===== src/design/uat_pkg.sv =====
`timescale 1ns / 1ps
// ----------------------------------------------------------------------------
// uat_pkg
// Types and codes shared by the card key allowlist table.
// ----------------------------------------------------------------------------
package uat_pkg;

	localparam int KEY_W   = 64;
	localparam int TOTAL_W = 5;

	// request codes; the reserved code behaves as a check
	localparam logic [1:0] OP_ADD    = 2'd0;
	localparam logic [1:0] OP_REMOVE = 2'd1;
	localparam logic [1:0] OP_CHECK  = 2'd2;

	// result status codes
	localparam logic [1:0] STAT_OK      = 2'd0;
	localparam logic [1:0] STAT_FULL    = 2'd1;
	localparam logic [1:0] STAT_DUP     = 2'd2;
	localparam logic [1:0] STAT_MISSING = 2'd3;

	typedef struct packed {
		logic [1:0]       req_type;
		logic [KEY_W-1:0] card_key;
	} req_t;

	typedef struct packed {
		logic [1:0]         status;
		logic               present;
		logic [TOTAL_W-1:0] entry_total;
	} rsp_t;

	typedef enum logic [2:0] {
		ST_IDLE,
		ST_SCAN,
		ST_DECIDE,
		ST_MOVE,
		ST_REPLY
	} uat_state_t;

endpackage


===== src/design/uat_key_ram.sv =====
`timescale 1ns / 1ps
// ----------------------------------------------------------------------------
// uat_key_ram
// Key storage: one write port, one read port, read data registered.
// ----------------------------------------------------------------------------
module uat_key_ram #(
	parameter int DEPTH = 16,
	parameter int AW    = 4,
	parameter int DW    = 64
) (
	input  logic          clk,
	input  logic          we,
	input  logic [AW-1:0] waddr,
	input  logic [DW-1:0] wdata,
	input  logic          re,
	input  logic [AW-1:0] raddr,
	output logic [DW-1:0] rdata
);

	logic [DW-1:0] mem [DEPTH];

	always_ff @(posedge clk) begin
		if (we) begin
			mem[waddr] <= wdata;
		end
	end

	always_ff @(posedge clk) begin
		if (re) begin
			rdata <= mem[raddr];
		end
	end

endmodule


===== src/design/uid_allowlist_table.sv =====
`timescale 1ns / 1ps
// ----------------------------------------------------------------------------
// uid_allowlist_table
// Unordered allowlist of 64-bit card keys with add, remove and check.
// ----------------------------------------------------------------------------
// Usage:
//   req (req_valid/req_stall) carries one request: a code and a card key.
//   rsp (rsp_valid/rsp_stall) returns one result per request: status, the
//   lookup hit flag and the entry count after the request.
//   Keys live in a single-port-read RAM; the lookup reads one slot per cycle
//   and stops at the first hit or at the last valid slot. A remove then
//   reads the last entry and writes it into the freed slot.
//   From acceptance, a request passes through ST_SCAN (skipped on an empty
//   table), ST_DECIDE, ST_MOVE (only for a remove that hits) and ST_REPLY
//   before rsp_valid rises; a scan that hits early ends sooner. One request
//   is in flight at a time, so a new request is taken only once the last
//   result has moved into the output register.
//   Reset empties the table at once (count to zero); slot contents are left
//   as they are and only slots below the count are ever read.
//   The result sits in an output register. While rsp_stall holds it, the
//   next request is still taken and processed; it waits at the end until
//   the output register frees up.
// ----------------------------------------------------------------------------
module uid_allowlist_table #(
	parameter int TABLE_SLOTS = 16
) (
	input  logic          clk,
	input  logic          arst_n,
	input  logic          req_valid,
	output logic          req_stall,
	input  uat_pkg::req_t req,
	output logic          rsp_valid,
	input  logic          rsp_stall,
	output uat_pkg::rsp_t rsp
);

	localparam int IW = (TABLE_SLOTS > 1) ? $clog2(TABLE_SLOTS) : 1;
	localparam int CW = $clog2(TABLE_SLOTS + 1);
	localparam logic [CW-1:0] SLOTS_C = CW'(TABLE_SLOTS);

	uat_pkg::uat_state_t state_q, state_d;

	logic [CW-1:0]              fill_q;
	logic [CW-1:0]              issue_q;
	logic                       rd_vld_s1;
	logic [IW-1:0]              rd_idx_s1;
	logic [uat_pkg::KEY_W-1:0]  rd_data_s1;
	logic [uat_pkg::KEY_W-1:0]  key_q;
	logic [1:0]                 op_q;
	logic                       found_q;
	logic [IW-1:0]              slot_q;
	logic [1:0]                 status_q;
	logic                       rsp_valid_q;
	uat_pkg::rsp_t              rsp_q;

	logic                       req_acc;
	logic                       rsp_free;
	logic [CW-1:0]              fill_last;
	logic                       scan_rd;
	logic                       scan_hit;
	logic                       scan_end;
	logic                       mem_we;
	logic [IW-1:0]              mem_waddr;
	logic [uat_pkg::KEY_W-1:0]  mem_wdata;
	logic                       mem_re;
	logic [IW-1:0]              mem_raddr;
	logic [1:0]                 status_d;
	logic                       fill_inc;
	logic                       fill_dec;

	assign req_stall = (state_q != uat_pkg::ST_IDLE);
	assign req_acc   = req_valid && !req_stall;
	assign rsp_free  = !rsp_valid_q || !rsp_stall;
	assign rsp_valid = rsp_valid_q;
	assign rsp       = rsp_q;

	assign fill_last = fill_q - CW'(1);
	assign scan_rd   = (state_q == uat_pkg::ST_SCAN) && (issue_q < fill_q);
	assign scan_hit  = rd_vld_s1 && (rd_data_s1 == key_q);
	assign scan_end  = (state_q == uat_pkg::ST_SCAN) && rd_vld_s1 &&
	                   (scan_hit || (CW'(rd_idx_s1) == fill_last));

	uat_key_ram #(
		.DEPTH (TABLE_SLOTS),
		.AW    (IW),
		.DW    (uat_pkg::KEY_W)
	) u_key_ram (
		.clk   (clk),
		.we    (mem_we),
		.waddr (mem_waddr),
		.wdata (mem_wdata),
		.re    (mem_re),
		.raddr (mem_raddr),
		.rdata (rd_data_s1)
	);

	// next state
	always_comb begin
		state_d = state_q;
		unique case (state_q)
			uat_pkg::ST_IDLE: begin
				if (req_acc) begin
					state_d = (fill_q == '0) ? uat_pkg::ST_DECIDE : uat_pkg::ST_SCAN;
				end
			end
			uat_pkg::ST_SCAN: begin
				if (scan_end) begin
					state_d = uat_pkg::ST_DECIDE;
				end
			end
			uat_pkg::ST_DECIDE: begin
				state_d = (op_q == uat_pkg::OP_REMOVE && found_q) ?
				          uat_pkg::ST_MOVE : uat_pkg::ST_REPLY;
			end
			uat_pkg::ST_MOVE: begin
				state_d = uat_pkg::ST_REPLY;
			end
			uat_pkg::ST_REPLY: begin
				if (rsp_free) begin
					state_d = uat_pkg::ST_IDLE;
				end
			end
			default: state_d = uat_pkg::ST_IDLE;
		endcase
	end

	// memory controls and decision
	always_comb begin
		mem_we    = 1'b0;
		mem_waddr = slot_q;
		mem_wdata = rd_data_s1;
		mem_re    = 1'b0;
		mem_raddr = issue_q[IW-1:0];
		status_d  = status_q;
		fill_inc  = 1'b0;
		fill_dec  = 1'b0;
		unique case (state_q)
			uat_pkg::ST_SCAN: begin
				mem_re = scan_rd;
			end
			uat_pkg::ST_DECIDE: begin
				case (op_q)
					uat_pkg::OP_ADD: begin
						if (fill_q == SLOTS_C) begin
							status_d = uat_pkg::STAT_FULL;
						end else if (found_q) begin
							status_d = uat_pkg::STAT_DUP;
						end else begin
							status_d  = uat_pkg::STAT_OK;
							mem_we    = 1'b1;
							mem_waddr = fill_q[IW-1:0];
							mem_wdata = key_q;
							fill_inc  = 1'b1;
						end
					end
					uat_pkg::OP_REMOVE: begin
						status_d  = found_q ? uat_pkg::STAT_OK : uat_pkg::STAT_MISSING;
						mem_re    = found_q;
						mem_raddr = fill_last[IW-1:0];
					end
					default: begin
						status_d = found_q ? uat_pkg::STAT_OK : uat_pkg::STAT_MISSING;
					end
				endcase
			end
			uat_pkg::ST_MOVE: begin
				// last entry fills the hole
				mem_we   = 1'b1;
				fill_dec = 1'b1;
			end
			uat_pkg::ST_IDLE, uat_pkg::ST_REPLY: begin
			end
			default: begin
			end
		endcase
	end

	always_ff @(posedge clk or negedge arst_n) begin
		if (!arst_n) begin
			state_q     <= uat_pkg::ST_IDLE;
			fill_q      <= '0;
			issue_q     <= '0;
			rd_vld_s1   <= 1'b0;
			found_q     <= 1'b0;
			rsp_valid_q <= 1'b0;
		end else begin
			state_q   <= state_d;
			rd_vld_s1 <= scan_rd;
			if (fill_inc) begin
				fill_q <= fill_q + CW'(1);
			end else if (fill_dec) begin
				fill_q <= fill_last;
			end
			if (req_acc) begin
				issue_q <= '0;
				found_q <= 1'b0;
			end else begin
				if (scan_rd) begin
					issue_q <= issue_q + CW'(1);
				end
				if (state_q == uat_pkg::ST_SCAN && scan_hit) begin
					found_q <= 1'b1;
				end
			end
			if (state_q == uat_pkg::ST_REPLY && rsp_free) begin
				rsp_valid_q <= 1'b1;
			end else if (!rsp_stall) begin
				rsp_valid_q <= 1'b0;
			end
		end
	end

	always_ff @(posedge clk) begin
		if (req_acc) begin
			key_q <= req.card_key;
			op_q  <= req.req_type;
		end
		if (scan_rd) begin
			rd_idx_s1 <= issue_q[IW-1:0];
		end
		if (state_q == uat_pkg::ST_SCAN && scan_hit) begin
			slot_q <= rd_idx_s1;
		end
		if (state_q == uat_pkg::ST_DECIDE) begin
			status_q <= status_d;
		end
		if (state_q == uat_pkg::ST_REPLY && rsp_free) begin
			rsp_q.status      <= status_q;
			rsp_q.present     <= found_q;
			rsp_q.entry_total <= uat_pkg::TOTAL_W'(fill_q);
		end
	end

	// ------------------------------------------------------------------------
	// assertions
	// ------------------------------------------------------------------------
	a_fill_bound: assert property (@(posedge clk) disable iff (!arst_n)
		fill_q <= SLOTS_C)
		else $error("entry count beyond table size");

	a_scan_bound: assert property (@(posedge clk) disable iff (!arst_n)
		(state_q == uat_pkg::ST_SCAN) |-> (issue_q <= fill_q))
		else $error("scan read past last valid slot");

	a_write_bound: assert property (@(posedge clk) disable iff (!arst_n)
		mem_we |-> (CW'(mem_waddr) <= fill_q && CW'(mem_waddr) < SLOTS_C))
		else $error("key write outside valid range");

	a_add_count: assert property (@(posedge clk) disable iff (!arst_n)
		fill_inc |=> (fill_q == $past(fill_q) + CW'(1)))
		else $error("successful add did not bump the count");

	a_move_found: assert property (@(posedge clk) disable iff (!arst_n)
		(state_q == uat_pkg::ST_MOVE) |-> (found_q && fill_q != '0 &&
		 op_q == uat_pkg::OP_REMOVE))
		else $error("entry move without a matching remove");

endmodule

===== config.mk =====
export PLATFORM = sky130hd
export DESIGN_NAME = uid_allowlist_table
export DESIGN_NICKNAME = d
export VERILOG_FILES = /design/src/design/uat_pkg.sv /design/src/design/uat_key_ram.sv /design/src/design/uid_allowlist_table.sv
export SDC_FILE = /design/constraint.sdc
export NUM_CORES = 2
export LEC_CHECK = 0
export BUFFER_PORTS_ARGS = -buffer_cell sky130_fd_sc_hd__buf_4
export CORE_ASPECT_RATIO = 1.5
export CORE_MARGIN = 2
export CORE_UTILIZATION = 63
export CTS_CLUSTER_DIAMETER = 30
export DETAILED_ROUTE_END_ITERATION = 16
export GPL_ROUTABILITY_DRIVEN = 0
export PLACE_DENSITY = 0.77
export SYNTH_ARGS = -nofsm -noshare
export SYNTH_HDL_FRONTEND = slang
export SYNTH_SLANG_ARGS = --single-unit

===== constraint.sdc =====
create_clock -name clk -period 5.9 [get_ports clk]
set_input_delay 1.18 -clock clk [delete_from_list [all_inputs] [get_ports clk]]
set_output_delay 1.18 -clock clk [all_outputs]
set_load 0.05 [all_outputs]

Word-level counts from Yosys, hierarchy flattened:

Memory sizes are Yosys's and may differ from the RTL's. A register that Yosys moved wholly into a read port is not among the register bits.
Index checks and enable logic that the tools add are counted.

* add/sub/neg operators: 3
* magnitude comparators: 1
* equal/unequal tests: 12
* muxes and demuxes: 38
* reduce and logical (&&, ||, !) cells: 21

Operators by type and width (number)
* two-way mux 64 bit: 4
* equality test 64 bit: 1
* two-way mux 4 bit: 6
* two-way mux 5 bit: 4
* one-hot mux 3 bit (5 select lines): 1
* two-way mux 1 bit: 12
* two-way mux 3 bit: 4
* adder 5 x 1 -> 5 bit (second input constant): 2
* two-way mux 2 bit: 5
* logical AND 1 bit: 8
* equality test 3 x 2 -> 1 bit (second input constant): 2
* != test 2 bit (second input constant): 3
* nonzero test 2 bit: 3
* equality test 4 x 5 -> 1 bit: 1
* equality test 5 bit (second input constant): 1
* zero test 5 bit: 1
* < comparator 5 bit: 1
* subtractor 5 x 1 -> 5 bit (second input constant): 1
* one-hot mux 1 bit (2 select lines): 2
* equality test 3 x 1 -> 1 bit (second input constant): 1
* equality test 3 bit (second input constant): 1
* zero test 1 bit: 3
* zero test 3 bit: 1
* AND reduction 3 bit: 1
* 5 further kinds: 6

* register bits after elaboration: 100
* RAM bits: 1024
* input port bits: 70
* output and inout bits: 10
* logic and storage cells: 90
* memories kept: 1

Memories
* u_key_ram.mem: depth 16, width 64, read ports 1, clocked after Yosys merged registers in 1, wr ports 1, RTL line uat_key_ram.sv:20 `logic [DW-1:0] mem [DEPTH];`

Logic depth before layout (Yosys ltp):

* depth in word-level cells: 6
* gate-level depth with buffers: 11
* depth with buffers taken out: 8

Modules after synthesis:

A second synthesis with hierarchy kept.

* cell total of the unflattened synthesis: 2174
* area, all modules: 45476.1 sq um

Modules (own cells, without submodules)
* uat_key_ram: instances 1, cells an instance 1647, area each 40222.3 sq um, seq. area each 32671.3 sq um
* uid_allowlist_table: instances 1, cells an instance 527, area each 5253.8 sq um, seq. area each 2922.8 sq um

Worst setup path before layout:

OpenSTA, ideal clock, no wires.

* path type: reg2reg
* start: register fill_q[0]
* end: memory u_key_ram.mem[0][0], enable pin
* setup time: 0.486 ns
* data arrival time: 4.690 ns
* required time: 5.414 ns
* path slack: 0.724 ns
* stages on the path, launching flop included: 11
* buffers on the path: 4
* clock period less this slack: 5.176 ns
* cells stage by stage: dfrtp_1 -> clkbuf_1 -> inv_1 -> ha_1 -> clkbuf_1 -> nand3_1 -> and3_1 -> clkbuf_1 -> clkbuf_1 -> a21oi_1 -> nor2_1

* longest elaborated chain between the ends: 6
* elaborated cells on any way between the ends: 10
* those cells by class: eq/ne: 1; mux: 9

Ends and longest elaborated chain
* start, declared: RTL line uid_allowlist_table.sv:43 `logic [CW-1:0] fill_q;`
* start signal, assigned: RTL line uid_allowlist_table.sv:190 `fill_q <= fill_q + CW'(1);`
* start signal, assigned: RTL line uid_allowlist_table.sv:192 `fill_q <= fill_last;`
* equality test 5 bit: RTL line uid_allowlist_table.sv:144 `if (fill_q == SLOTS_C) begin`
* two-way mux 1 bit: RTL line uid_allowlist_table.sv:144
* two-way mux 1 bit: RTL line uid_allowlist_table.sv:142 `case (op_q)`
* one-hot mux 1 bit (2 select lines): RTL line uid_allowlist_table.sv:137 `unique case (state_q)`
* two-way mux 1 bit: RTL line uat_key_ram.sv:23 `if (we) begin`
* two-way mux 1 bit (not written as such): RTL line uat_key_ram.sv:24 `mem[waddr] <= wdata;`
* end, declared: RTL line uat_key_ram.sv:20

Several ways; a longest one is shown, not always the timed one.

Worst setup path after layout:

* start: register fill_q[0]
* end: memory u_key_ram.mem[6][37], enable pin

Same word-level chain as after synthesis.

==> reports/metrics.csv <==
metric,value,unit
die height,342,um
worst path cell trace,inv_1 -> ha_1 -> nand3_1 -> nand3_4 -> nor2_1 -> a22oi_1 -> nor2_4 -> buf_4,
Worst path top cell family by delay,simple AND/OR/NAND/NOR gates,
net count after synthesis,3271,
share of cells above drive strength 1,12.8,%
post-CTS resize count,0,
Pre-Repair DR Iteration Count,6,
die area,0.0785,mm2
#FFs+latches synth,1188,
Post-synth EDFFs,1172,
"antenna viol nets, final",0,
total number of vias,30400,
number of global-route vias before repair,30100,
Synth Area per Inst,15.0,um2
DP HPWL,64100,um
leakage,0.0173,uW
Pwr Density,525,mW/mm2
RSZ-0062 raised after global routing,no,
Slowest cell on crit path,nor2_4,
Setup TNS Final,0,ns
MaxCap Viol Count,0,
Worst Setup Start Kind,register,
synth warn,0,
worst path bufs/invs,2,
final WL,126000,um
Setup Crit Path Kind,reg -> reg,
GR Overflow Total,0,
via/cell ratio,6.97,
Storage cell area,0.0356,mm2
WP depth,8,
Initial Util,63.3,%
Tmin final,4.20,ns
CTS Sinks,1188,
P&R area growth vs syn,13.8,%
worst-margin pin slew,1.46,ns
relative slew slack,2.60,%
first-pass GRT wire length,187000,um
area of the multi-input gates,0.0114,mm2
Post-route DRC,0,
worst skew pair latency,0.75,ns
clk root buf,clkbuf_16,
crit path DAT,4.59,ns
worst min-delay path class,in -> async,
CTS tree,built,
"Seq/Total Area, Yosys",74.1,%
VDD IR max,0.000525,V
Post-Route Skew,0.0268,ns
Pins Over Slew Limit,0,
Filler cells,4483,
Hold Slack,0.304,ns
synth unique cells,56,
crit share post-route,71.2,%
status,"complete, no violations",
R2R depth,8,
Core Area,0.0759,mm2
hold_buf cts,0,
die width,229,um
overall routing resource usage,32.1,%
initial antenna violation count,0,
fmax,238,MHz
Setup Buffers After CTS,0,
DRC marker count from the first detailed-route iteration,4405,
# diodes,0,
largest net degree at the start of global routing,215,
Nets,3304,
I/O pins,80,
# setup viols final,0,
Gate Count Post-Synth,3194,
CP Data Required Time,6.29,ns
CTS max path bufs,3,
Mapped Area,0.0480,mm2
H-tree Lvls,4,
"Top FF cell, synth",edfxtp_1,
wire per inst,29.0,um
Site Rows,124,
"Hold Vio Cnt, Final",0,
Max stage delay on crit path,1.01,ns
CP max FO,35,
CTS Buf Count,147,
Worst Setup End Kind,register,
number of port buffers,79,
Post-synth ARST share,1.35,%
"Reg clk slew, reported paths",0.06,ns
[logic make-up (layout without fill, tap and decap cells)]
family / Yosys count / in the layout / synth area share, %
DFF: 1188 / 1188 / 74.1
AOI/OAI and AO/OA: 842 / 842 / 12.2
and+or+nand+nor: 757 / 757 / 8.73
buffers and inverters: 288 / 442 / 2.58
muxes: 62 / 62 / 1.29
xor gates and xnor gates: 50 / 50 / 0.911
adders and majority gates: 7 / 7 / 0.182
[placed cells by master (no fill, tap or decap), drive strengths merged, types with 3 or more instances in the layout]
| cell | instances |
|---|---|
| inv | 58 |
| a31oi | 7 |
| nor4 | 7 |
| clkinv | 49 |
| or4 | 4 |
| nor3 | 13 |
| and3 | 3 |
| nor2 | 34 |
| edfxtp | 1172 |
| nand4 | 11 |
| clkinvlp | 18 |
| bufinv | 13 |
| dfrtp | 16 |
| o2111ai | 5 |
| xnor2 | 45 |
| ha | 7 |
| clkbuf | 158 |
| mux2i | 62 |
| nand2 | 181 |
| xor2 | 5 |
| buf | 146 |
| nand2b | 18 |
| or3 | 454 |
| o22ai | 4 |
| nor2b | 18 |
| a21boi | 4 |
| o21ai | 83 |
| a2111o | 65 |
| nand3 | 10 |
| a21oi | 202 |
| o211ai | 454 |
[cell usage after synthesis (4+ instances only)]
cell type	n	share of area, %
buf_2	28	0.29
xor2_1	5	0.091
buf_1	15	0.12
mux2i_1	62	1.3
a21boi_1	4	0.063
o2111ai_1	5	0.091
nor2_1	32	0.25
xnor2_1	45	0.82
clkbuf_1	198	1.5
edfxtp_1	1172	73
nor4_1	7	0.091
o21ai_0	22	0.23
or4_1	4	0.063
a31oi_1	7	0.091
nand2_1	180	1.4
nand3_1	10	0.10
nand4_1	11	0.14
a21oi_1	200	2.1
dfrtp_1	16	0.83
nand2b_1	18	0.23
nor3_1	13	0.14
clkbuf_2	5	0.052
or3_1	454	5.9
o21ai_1	61	0.64
buf_6	15	0.35
o22ai_1	4	0.052
inv_1	25	0.20
a2111o_1	65	1.5
o211ai_1	454	7.1
ha_1	7	0.18
nor2b_1	18	0.23
[layer usage]
layer / share of wire (%) / global-route usage [%] / wire [um]
met5: 0 / 0 / 0
met4: 4.6 / 15.1 / 5840
met3: 11 / 7.08 / 14000
met2: 49 / 51.5 / 61500
met1: 36 / 42.4 / 45100
[layout make-up]
cell class | instances | area share (%)
sequential | 1188 | 65.1
timing repair buffer | 146 | 2.42
clock buffer | 158 | 6.92
clock inverter | 112 | 2.16
multi-input combinational | 1718 | 20.9
tap | 1008 | 2.31
inverter | 26 | 0.183
[path summary, 6_finish.rpt]
path	start	end	slack (ns)
hold reg to reg	status_q[1]	rsp[7]	0.42
setup reg to reg	fill_q[0]	u_key_ram.mem[6][37]	1.70
hold / removal	arst_n	fill_q[1]	0.30
min in group clk	status_q[1]	rsp[7]	0.42
max in group asynchronous	arst_n	issue_q[3]	5.39
setup / recovery	fill_q[0]	u_key_ram.mem[6][37]	1.70
[state kept, by name, indices dropped and copies added (netlist names), 2 cells and up]
register / cells
u_key_ram.mem: 1024
key_q: 64
u_key_ram.rdata: 64
rsp: 8
fill_q: 5
issue_q: 5
rd_idx_s1: 4
slot_q: 4
state_q: 3
op_q: 2
status_q: 2
[worst register-to-register path, delay by kind of cell (launching register included)]
family | cells | cell delay [ns]
AND/OR/NAND/NOR | 4 | 1.97
buffers and inverters | 2 | 0.67
adder cells (fa/ha/maj) | 1 | 0.33
AO/OA/AOI/OAI | 1 | 0.32
flip-flops | 1 | 0.55
[through the flow]
stage / utilization (%) / instances / power, uW / worst slack [ns] / instance area, um2
floorplan: - / 3194 / 17100 / 0.724 / 48000
global placement: 65.5 / 4086 / 19400 / 1.93 / 49700
detailed placement: 65.5 / 4086 / 19700 / 1.83 / 49700
CTS: 72.1 / 4356 / 28600 / 1.80 / 54700
global route: 72.1 / 4356 / 29700 / 1.56 / 54700
finish: 72.1 / 4356 / 28700 / 1.70 / 54700
[where the power goes]
part           internal (uW)  switching [uW]
combinational           2390            5560
clock                   5330            3630
sequential             11300             489
total                  19000            9670
No activity file was read; power rests on OpenSTA's default activity.
